`src/sv/rmq_pkg.sv`:
```
package rmq_pkg;

  localparam int FRAC_BITS = 16;
  localparam int IN_W      = 18;
  localparam int OUT_W     = 18;
  // Radicand: one + d_k - d_i - d_j stays below 2^19 for 18-bit entries
  localparam int RAD_W     = IN_W + 1;
  localparam int ROOT_W    = (RAD_W + FRAC_BITS + 1) / 2;
  localparam int V_W       = 2 * ROOT_W;
  localparam int NUM_W     = IN_W + 1;
  localparam int QB        = OUT_W - 1;
  localparam int DN_A      = NUM_W + FRAC_BITS;
  localparam int DN_B      = ROOT_W + QB + 1;
  localparam int DN_W      = (DN_A > DN_B) ? DN_A : DN_B;
  localparam int LANES     = 3;

  localparam logic signed [OUT_W-1:0] OUT_MAX = {1'b0, {(OUT_W-1){1'b1}}};
  localparam logic signed [OUT_W-1:0] OUT_MIN = {1'b1, {(OUT_W-1){1'b0}}};

  localparam logic [1:0] BR_TRACE = 2'd0;
  localparam logic [1:0] BR_X     = 2'd1;
  localparam logic [1:0] BR_Y     = 2'd2;
  localparam logic [1:0] BR_Z     = 2'd3;

  typedef logic signed [NUM_W-1:0] num_t;

  typedef struct packed {
    logic [ROOT_W+1:0]     rem;
    logic [ROOT_W-1:0]     root;
    logic [V_W-1:0]        vsh;
    logic [1:0]            br;
    num_t [LANES-1:0]      num;
  } sqrt_stage_t;

  typedef struct packed {
    logic [LANES-1:0][DN_W-1:0] rem;
    logic [DN_W-1:0]            dsh;
    logic [LANES-1:0][QB-1:0]   q;
    logic [LANES-1:0]           neg;
    logic [LANES-1:0]           ovf;
    logic [OUT_W-1:0]           half;
    logic [1:0]                 br;
  } div_stage_t;

endpackage

```
`src/sv/rmq_sqrt_cell.sv`:
```
module rmq_sqrt_cell import rmq_pkg::*; (
  input  logic        clk,
  input  logic        rst,
  input  logic        adv,
  input  logic        din_valid,
  input  sqrt_stage_t din,
  output logic        dout_valid,
  output sqrt_stage_t dout
);

  sqrt_stage_t dout_next;
  logic [ROOT_W+3:0] acc;
  logic [ROOT_W+3:0] trial;
  logic [ROOT_W+3:0] diff;

  // One root bit per cell: bring down two radicand bits, try the subtract
  always_comb begin
    acc   = {din.rem, din.vsh[V_W-1 -: 2]};
    trial = {2'b00, din.root, 2'b01};
    diff  = acc - trial;
    dout_next     = din;
    dout_next.vsh = {din.vsh[V_W-3:0], 2'b00};
    if (acc >= trial) begin
      dout_next.rem  = diff[ROOT_W+1:0];
      dout_next.root = {din.root[ROOT_W-2:0], 1'b1};
    end else begin
      dout_next.rem  = acc[ROOT_W+1:0];
      dout_next.root = {din.root[ROOT_W-2:0], 1'b0};
    end
  end

  always_ff @(posedge clk) begin
    if (rst) begin
      dout_valid <= 1'b0;
    end else if (adv) begin
      dout_valid <= din_valid;
    end
    if (adv) begin
      dout <= dout_next;
    end
  end

endmodule

```
`config.mk`:
```
export PLATFORM = sky130hd
export DESIGN_NAME = rmq_sqrt_cell
export DESIGN_NICKNAME = d
export VERILOG_FILES = /design/src/sv/rmq_pkg.sv /design/src/sv/rmq_sqrt_cell.sv
export SDC_FILE = /design/constraint.sdc
export NUM_CORES = 1
export LEC_CHECK = 0
export ABC_AREA = 1
export BUFFER_PORTS_ARGS = -buffer_cell sky130_fd_sc_hd__buf_4
export CAP_MARGIN = 20
export CORE_ASPECT_RATIO = 0.75
export CORE_UTILIZATION = 46
export DETAILED_ROUTE_END_ITERATION = 16
export GPL_TIMING_DRIVEN = 0
export PLACE_DENSITY = 0.91
export SETUP_SLACK_MARGIN = 0.05
export SLEW_MARGIN = 40
export SYNTH_ARGS = -nofsm -noshare
export SYNTH_HDL_FRONTEND = slang
export SYNTH_SLANG_ARGS = --single-unit
```
`constraint.sdc`:
```
create_clock -name clk -period 2.7 [get_ports clk]
set_clock_uncertainty 0.2 [all_clocks]
set_input_delay 0.54 -clock clk [delete_from_list [all_inputs] [get_ports clk]]
set_output_delay 0.54 -clock clk [all_outputs]
set_load 0.05 [all_outputs]
```
==> summary by stage <==
Final layout
Of the cells placed in the final design, the portion with a size suffix greater than 1 is 40.5%. The area growth from synthesis to layout is 51.8%. For this run, the share of the core covered by cells in the final layout is 72.1%. After the last flow step, the layout net total stands at 910. 0 antenna diodes ended up in the layout.

Pwr
The peak ir drop on the vdd network is ~0.53 mV. Combinational cells account for 23.2% of the total power. Net switching is 30.7% of the power. The switching power is 1990 uW. The power per standard cell area is 770 nW/um2. Of the total power, registers draw 39.0%. In this run the static leakage power is 0.00399 uW. In this run, the clock network consumes 37.9% of the power. The internal portion of the total power is roughly 4500 uW.

STA
Setup violations remaining at the end of the flow were counted as 0. The highest clock frequency the design can meet is 439 MHz. The minimum setup slack in the final design is around 0.42 ns.

The max-slew violation total from the final report is 0. The post-route fraction of the period consumed by the critical path is between 80% and 90%. The number of hold violations in the final report was 0. Setup repair after global routing left no endpoint under its margin.

The clock period could shrink to 2.28 ns.

Yosys
The average instance in the mapped netlist occupies 12.0 um2. The number of warnings issued by yosys is 0. The cell count after synthesis came out at 464.

The sequential share of the synthesized area is 71.2%. Sorting the synthesized cells by area gives the leading types as edfxtp_1 (71%), nand2_1 (10%), ha_1 (4.5%), inv_1 (4.2%), nand3_1 (2.2%). The number of register bits inferred by synthesis is 132. The number of unique standard cell types used by synthesis is 27.

The area share of the leading cell type in the synthesized netlist is 70.8%. Summed over all instances, the cell type with the most area after synthesis is edfxtp_1. The combined area of all synthesized cells is 5560 um2.

GRT
After global routing the overflow that remains totals 0. The initial antenna violation count is 0. The first global-routing pass estimated 24,200 um of wire. The pin count of the biggest net entering global routing is 68. The global router's overall resource usage is 26.6%. The number of global-route vias before repair is 4,383.

Placed design
The placer congestion estimate is 0.842. The worst slack after detailed placement is -0.0193 ns. Once detailed placement completed, the half-perimeter wirelength came to 12,400 um. Input and output buffers added on the ports amount to 268.

Detailed routing
Once detail routing completed, the nets flagged for antenna violations numbered 0. The routed layout has 4,430 vias. The via density per instance is 4.78.

The number of remaining DRC errors is 0. The final routed wirelength across all metal layers is 16,500 um. After the first detailed-routing iteration, the DRC count stood at 222. In the final routed layout, each cell accounts on average for 17.8 um.

The number of detailed-routing iterations run before antenna repair is 4.

Floorplan
The floorplan has 34 rows. The initial core utilization is 47.5%. The area inside the core boundary is about 12,000 um2. The die is 129 um wide. The count of pins on the block boundary is 271. The die area is between 10,000 and 15,000 um2. The vertical extent of the die is approximately 100 um.

Worst setup path
The slack of the worst reg-to-reg path is 1.88 ns. Data on the critical path arrives at its endpoint at ~2.2 ns. STA classifies the critical path startpoint as an input port. Of all nets on the critical path, the largest fanout is 10. STA puts the critical path data required time at 2.66 ns. The critical path is of the input port to register type. The kind of end point of the critical path is a register.

Clock tree
Hold repair after CTS inserted 0 buffers. In this run the number of H-tree levels came out at 4. The clock drives 132 sinks.

The clock tree buffer depth is 2. The post-CTS setup buffer count is 0. The tree is rooted in a clkbuf_16. The later pin in the worst-skew pair is clocked with a latency of approximately 0.4 ns. TritonCTS built the clock tree.

The count of cells resized by post-cts repair is 0. TritonCTS created 17 clock buffers. The clock transition time at the flip-flop clock pins of the worst setup and hold paths is 0.06 ns.

Run
The number of max-cap violations is 0.

Status
The flow ran to the end, and the final reports show no timing, DRC or antenna violations.

Hold path
The type of the tightest min-delay check is input port to register.
[cells by family after synthesis]
logic type	count (synthesis)	synth area share [%]
AND/OR/NAND/NOR	210	15.5
flip-flops	132	71.2
buffers and inverters	69	5.04
AO/OA/AOI/OAI	22	2.12
adder cells (fa/ha/maj)	20	4.50
XOR/XNOR	9	1.42
other	1	0.0675
multiplexers	1	0.180
[flip-flops by register name, indices dropped and copies added (netlist names)]
| name | count |
|---|---|
| dout | 131 |
| dout_valid | 1 |
[final timing paths]
| kind | startpoint | depth (start not counted) | endpoint |
|---|---|---|---|
| worst max-delay path | din[101] | 13 | dout[122] |
| worst min-delay path | rst | 2 | dout_valid |
| worst max register to register | dout_valid | 2 | dout_valid |
| worst min register to register | dout_valid | 2 | dout_valid |
[routing by layer]
layer	vias up	track usage, %	part of all wire, %
li1	2133	-	-
met1	2096	28.2	36
met5	-	0	0
met3	24	8.59	8.5
met4	0	9.86	2.4
met2	177	48.5	53
[synth_stat cells (all sizes together)]
cell,instances
nand2,150
edfxtp,131
inv,63
nand3,25
nor2,23
ha,20
a21oi,15
xor2,8
buf,5
nand3b,5
nor3,4
o21ai,4
and2,2
o21bai,2
a211oi,1
clkbuf,1
conb,1
dfxtp,1
mux2i,1
nand4,1
xnor2,1
[metrics by stage]
stage	instance area [um2]	cells	setup TNS, ns	hold WS, ns	total power, uW
global placement	7770	895	0	0.280	4030
finish	8440	927	0	0.0800	6500
global route	8440	927	0	0.0664	6690
floorplan	5560	465	0	0.412	3490
CTS	8440	927	0	0.0686	6530
detailed placement	7810	896	-0.129	0.316	4070
[worst max-delay path, stage by stage]
cell and delay [ns]:
buf_4 0.09, inv_1 0.04, ha_1 0.34, nand2_1 0.13, nor2_1 0.26, nand3_1 0.12
o21ai_0 0.15, nor2_1 0.06, nand2_2 0.11, inv_2 0.12, buf_6 0.17, nand2_1 0.06
nand2_1 0.05
[power groups by stage]
stage	clock network [uW]	logic (uW)	registers, uW
floorplan	0	282	3210
global placement	0	1470	2560
detailed placement	0	1500	2570
CTS	2490	1510	2530
global route	2560	1580	2550
finish	2460	1500	2530
[cell type report]
type | count | area [um2]
Clock inverter | 14 | 201
Clock buffer | 17 | 425
Buffer | 6 | 43.8
Timing Repair Buffer | 269 | 2050
Fill cell | 812 | 3260
Tap cell | 162 | 203
Inverter | 63 | 236
Sequential cell | 132 | 3950
Multi-Input combinational cell | 264 | 1330
[cells in the final DEF (no fill, tap or decap), drive strengths merged, types with 5 or more instances in the layout]
cell	count
a21oi	15
buf	274
clkbuf	18
clkinv	5
edfxtp	131
ha	20
inv	67
nand2	150
nand3	25
nand3b	5
nor2	23
xor2	8
Note: power is estimated with default switching activity, not from simulation.
