**src/sv/rmq_pkg.sv**
```systemverilog
package rmq_pkg;

  localparam int FRAC_BITS = 16;
  localparam int IN_W      = 18;
  localparam int OUT_W     = 18;
  // Radicand: one + d_k - d_i - d_j stays below 2^19 for 18-bit entries
  localparam int RAD_W     = IN_W + 1;
  localparam int ROOT_W    = (RAD_W + FRAC_BITS + 1) / 2;
  localparam int V_W       = 2 * ROOT_W;
  localparam int NUM_W     = IN_W + 1;
  localparam int QB        = OUT_W - 1;
  localparam int DN_A      = NUM_W + FRAC_BITS;
  localparam int DN_B      = ROOT_W + QB + 1;
  localparam int DN_W      = (DN_A > DN_B) ? DN_A : DN_B;
  localparam int LANES     = 3;

  localparam logic signed [OUT_W-1:0] OUT_MAX = {1'b0, {(OUT_W-1){1'b1}}};
  localparam logic signed [OUT_W-1:0] OUT_MIN = {1'b1, {(OUT_W-1){1'b0}}};

  localparam logic [1:0] BR_TRACE = 2'd0;
  localparam logic [1:0] BR_X     = 2'd1;
  localparam logic [1:0] BR_Y     = 2'd2;
  localparam logic [1:0] BR_Z     = 2'd3;

  typedef logic signed [NUM_W-1:0] num_t;

  typedef struct packed {
    logic [ROOT_W+1:0]     rem;
    logic [ROOT_W-1:0]     root;
    logic [V_W-1:0]        vsh;
    logic [1:0]            br;
    num_t [LANES-1:0]      num;
  } sqrt_stage_t;

  typedef struct packed {
    logic [LANES-1:0][DN_W-1:0] rem;
    logic [DN_W-1:0]            dsh;
    logic [LANES-1:0][QB-1:0]   q;
    logic [LANES-1:0]           neg;
    logic [LANES-1:0]           ovf;
    logic [OUT_W-1:0]           half;
    logic [1:0]                 br;
  } div_stage_t;

endpackage

```
**src/sv/rmq_div_cell.sv**
```systemverilog
module rmq_div_cell import rmq_pkg::*; (
  input  logic       clk,
  input  logic       rst,
  input  logic       adv,
  input  logic       din_valid,
  input  div_stage_t din,
  output logic       dout_valid,
  output div_stage_t dout
);

  div_stage_t dout_next;

  // One quotient bit per lane per cell; the divisor shifts down a place
  always_comb begin
    dout_next     = din;
    dout_next.dsh = din.dsh >> 1;
    for (int k = 0; k < LANES; k++) begin
      if (din.rem[k] >= din.dsh) begin
        dout_next.rem[k] = din.rem[k] - din.dsh;
        dout_next.q[k]   = {din.q[k][QB-2:0], 1'b1};
      end else begin
        dout_next.q[k]   = {din.q[k][QB-2:0], 1'b0};
      end
    end
  end

  always_ff @(posedge clk) begin
    if (rst) begin
      dout_valid <= 1'b0;
    end else if (adv) begin
      dout_valid <= din_valid;
    end
    if (adv) begin
      dout <= dout_next;
    end
  end

endmodule

```
**config.mk**
```make
export PLATFORM = sky130hd
export DESIGN_NAME = rmq_div_cell
export DESIGN_NICKNAME = d
export VERILOG_FILES = /design/src/sv/rmq_pkg.sv /design/src/sv/rmq_div_cell.sv
export SDC_FILE = /design/constraint.sdc
export NUM_CORES = 1
export LEC_CHECK = 0
export BUFFER_PORTS_ARGS = -buffer_cell sky130_fd_sc_hd__buf_2
export CAP_MARGIN = 0
export CORE_UTILIZATION = 45
export DETAILED_ROUTE_END_ITERATION = 10
export GPL_TIMING_DRIVEN = 0
export PLACE_DENSITY_LB_ADDON = 0.25
export SLEW_MARGIN = 20
export SYNTH_ARGS = -nofsm -noshare
export SYNTH_HDL_FRONTEND = slang
export SYNTH_SLANG_ARGS = --single-unit
```
**constraint.sdc**
```tcl
create_clock -name clk -period 3.9 [get_ports clk]
set_input_delay 0.195 -clock clk [delete_from_list [all_inputs] [get_ports clk]]
set_output_delay 0.195 -clock clk [all_outputs]
set_load 0.05 [all_outputs]
```
==> key figures <==
Min path
  • Hold path depth: 3
  • Min-delay src: din[208]
  • Hold Path End: dout[208]
  • Hold WC Path Type: in -> reg

Global route
  • Total GRT Usage: 29.33%
  • First-pass GRT wire length: 70.81 mm
  • Largest net degree at the start of global routing: 101
  • Initial antenna violation count: 7
  • Grt ovf: 0
  • Vias in the first global route: 12710

Worst setup path
  • End of the worst register-to-register path: dout_valid
  • Startpoint types: primary input
  • CP Max Fanout: 10
  • Source of the critical timing path: din[185]
  • R2r worst-path depth: 3
  • Data required, critical path: 4.18 ns
  • FF-to-FF Start: dout_valid
  • Worst Path Class, Setup: in -> reg
  • Worst setup EP type: flip-flop
  • WP data arrival: 3.94 ns
  • Worst R2R Setup Slack: 2.70 ns

Route
  • Via-to-Cell Ratio: 5.427
  • First-pass DRT Iterations: 5
  • 1st-iter DRT viols: 828
  • DRC: 0
  • Antenna viol nets, final: 0
  • WL/cell: 20.22 µm
  • Post-Route WL: 48.76 mm
  • Via count: 13090

Logic synthesis
  • Synth cell types: 75
  • Synth Register Bits: 221
  • Cell Area, Synth: 14060 µm²
  • Top FF cell, synth: edfxtp_1
  • Synth async-reset ratio: 0%
  • Syn Nets: 1670
  • Synth Instances: 1334
  • Mean area per synthesized cell: 10.54 µm²
  • Sequential area share after synthesis: 47.11%
  • Post-synth EDFFs: 220
  • Yosys Warn Count: 0

Place
  • Post-DP HPWL: 36.93 mm
  • Port Buf Inserts: 442
  • DP Worst Slack: 0.1173 ns
  • Placed Cells: 2174
  • Placer Congestion: 0.9440

Final layout
  • Most common cell after layout, fill and taps aside: buf_2
  • Nets@finish: 2330
  • Register Area: 6626 µm²
  • Layout cell share with drive strength beyond 1: 27.97%
  • Commonest non-fill, non-tap cells in the layout: buf_2 (455), edfxtp_1 (220), dlygate4sd3_1 (189), nand2_1 (140), a21oi_1 (115)
  • Non-Filler Instances: 2412
  • Area grow syn2layout: 38.98%
  • Multi-input gate area: 6888 µm²
  • Filler instances: 2451

Pwr
  • Gate power share: 35.9%
  • Total net switching power: 3.083 mW
  • Internal: 5.318 mW
  • P_leak: 8.646 nW
  • Switching share of total power: 36.70%
  • Reg power frac: 35.9%
  • Total Power: 8.401 mW
  • Clock power frac: 28.2%
  • PwrDens: 429.8 nW/µm²
  • Peak VDD IR: 0.0003330 V

Clock tree
  • Htree depth: 1
  • Clock slew at reported path FFs: 0.06 ns
  • Worst skew pair latency: 0.52 ns
  • Root buffer cell: clkbuf_16
  • Clk buf depth: 3
  • # clock sinks: 221
  • CTS buffer count: 25
  • CTS tree: built
  • Postcts setup bufs: 0

Floorplanning
  • Number of I/O pins: 447
  • Core Region: 30670 µm²
  • Initial core utilization: 45.86%
  • DIE AREA: 31970 µm²
  • Core Rows: 64
  • Die Span X: 178.8 µm
  • Die Y: 178.8 µm

STA
  • Final hold violation count: 0
  • Final hold slack: 0.01407 ns
  • Final period util: 93.99%
  • Slew Limit Headroom: 55.45%
  • Max Transition Viols Final: 0
  • Fmax: 0.2728 GHz
  • Slack of the critical path: 0.2346 ns
  • Min Tclk post-route: 3.665 ns
  • TNS Setup: 0 ns
  • Setup-failing EPs final: 0
  • Worst Max-Slew Pin Slew: 0.6682 ns
  • RSZ-0062 raised after global routing: false
  • Final Skew: 0 ns

Flow run
  • Max Cap Viol: 0

Outcome
  • Status: completed
==> how the worst max path moves through the flow <==
stage,to,slack [ns],depth (start not counted)
floorplan,dout[134],0.97,13
global placement,dout_valid,-0.44,3
detailed placement,dout[214],0.12,13
CTS,dout[214],0.11,14
global route,dout[188],0.03,15
finish,dout[188],0.23,15
==> power by group through the flow <==
stage | sequential (mW) | clock, mW | combinational, mW
CTS | 3.02 | 2.40 | 2.99
global route | 3.04 | 2.49 | 3.22
global placement | 3.07 | 0 | 2.80
finish | 3.02 | 2.37 | 3.02
detailed placement | 3.06 | 0 | 2.83
floorplan | 3.98 | 0 | 1.13
==> per-layer routing <==
| layer | vias to the layer above | global-route usage [%] | wire (µm) |
|---|---|---|---|
| met5 | - | 0 | 29 |
| met1 | 6114 | 35.86 | 19760 |
| li1 | 6340 | - | - |
| met4 | 4 | 12.32 | 2198 |
| met2 | 531 | 50.60 | 23490 |
| met3 | 102 | 5.195 | 3281 |
==> synthesized netlist by cell type, types with 3 or more instances <==
| library cell | count | area [µm²] |
|---|---|---|
| o21bai_1 | 9 | 67.56 |
| buf_2 | 14 | 70.07 |
| a21oi_1 | 115 | 575.6 |
| buf_4 | 3 | 22.52 |
| mux2_2 | 20 | 225.2 |
| clkbuf_1 | 25 | 93.84 |
| nand2_1 | 140 | 525.5 |
| a21boi_0 | 3 | 22.52 |
| and4_1 | 3 | 26.28 |
| a211oi_1 | 13 | 97.59 |
| a21o_1 | 58 | 435.4 |
| o31ai_2 | 9 | 112.6 |
| and3_1 | 8 | 50.05 |
| mux2_4 | 11 | 165.2 |
| nand4_1 | 23 | 143.9 |
| ha_1 | 108 | 1351 |
| nor3_1 | 19 | 95.09 |
| o211ai_1 | 8 | 60.06 |
| edfxtp_1 | 220 | 6606 |
| nor2_1 | 72 | 270.3 |
| a41oi_1 | 4 | 35.03 |
| o21ai_0 | 79 | 395.4 |
| o31ai_1 | 6 | 45.04 |
| nor4_1 | 5 | 31.28 |
| xor2_1 | 35 | 306.5 |
| o21a_1 | 23 | 172.7 |
| a31o_2 | 4 | 35.03 |
| o31a_1 | 6 | 52.55 |
| and2_1 | 5 | 31.28 |
| nand3_1 | 25 | 125.1 |
| a211o_1 | 4 | 35.03 |
| a31oi_1 | 12 | 75.07 |
| inv_1 | 69 | 259.0 |
| fa_1 | 3 | 60.06 |
| o41ai_1 | 4 | 35.03 |
| o21ai_1 | 35 | 175.2 |
| nor2b_1 | 15 | 93.84 |
| or3_1 | 7 | 43.79 |
| xnor2_1 | 50 | 437.9 |
| nand2b_1 | 12 | 75.07 |
| buf_6 | 9 | 101.4 |
==> registers in the layout (all words and copies together), names as in the netlist <==
register    cells
dout          220
dout_valid      1
==> metrics by stage <==
stage	util [%]	instance area, µm²
3_3_place_gp	54.69	16770
2_1_floorplan	-	14060
5_1_grt	63.74	19550
6_report	63.74	19550
3_5_place_dp	54.90	16840
4_1_cts	63.64	19520
==> what timing repair did <==
action / in CTS / in global routing
endpoints found under the setup margin: 0 / 27
resized for setup: 0 / 5
hold endpoints to repair: 186 / 2
hold buffers: 187 / 2
==> area by class of cell <==
| cell class | count | area share (%) |
|---|---|---|
| sequential | 221 | 33.90 |
| tap | 396 | 2.535 |
| multi-input combinational | 992 | 35.24 |
| clock buffer | 35 | 3.444 |
| clock inverter | 11 | 0.6913 |
| inverter | 70 | 1.344 |
| antenna | 3 | 0.03840 |
| timing repair buffer | 633 | 21.33 |
| buffer | 51 | 1.485 |
==> logic make-up (layout without fill, tap and decap cells) <==
group	count (synthesis)	count (layout)	synth area share, %
xor+xnor	85	85	5.293
compound gates	421	421	19.54
other cells	1	4	0.02666
flops	221	221	47.11
buf+inv	121	800	3.914
fa+ha+maj	111	111	10.03
mux	32	32	2.847
simple gates	342	342	11.23
==> critical path, cell delays in order <==
cell and delay, ns:
dlygate4sd3_1 0.53, buf_2 0.12, inv_1 0.04, ha_1 0.21
fa_1 0.41, nor2b_1 0.20, o31ai_2 0.10, a21oi_1 0.39
a21oi_1 0.25, o21ai_1 0.30, o21ai_1 0.20, a21o_1 0.19
buf_2 0.16, inv_2 0.24, mux2_2 0.40
No activity file was read; power rests on OpenSTA's default activity.
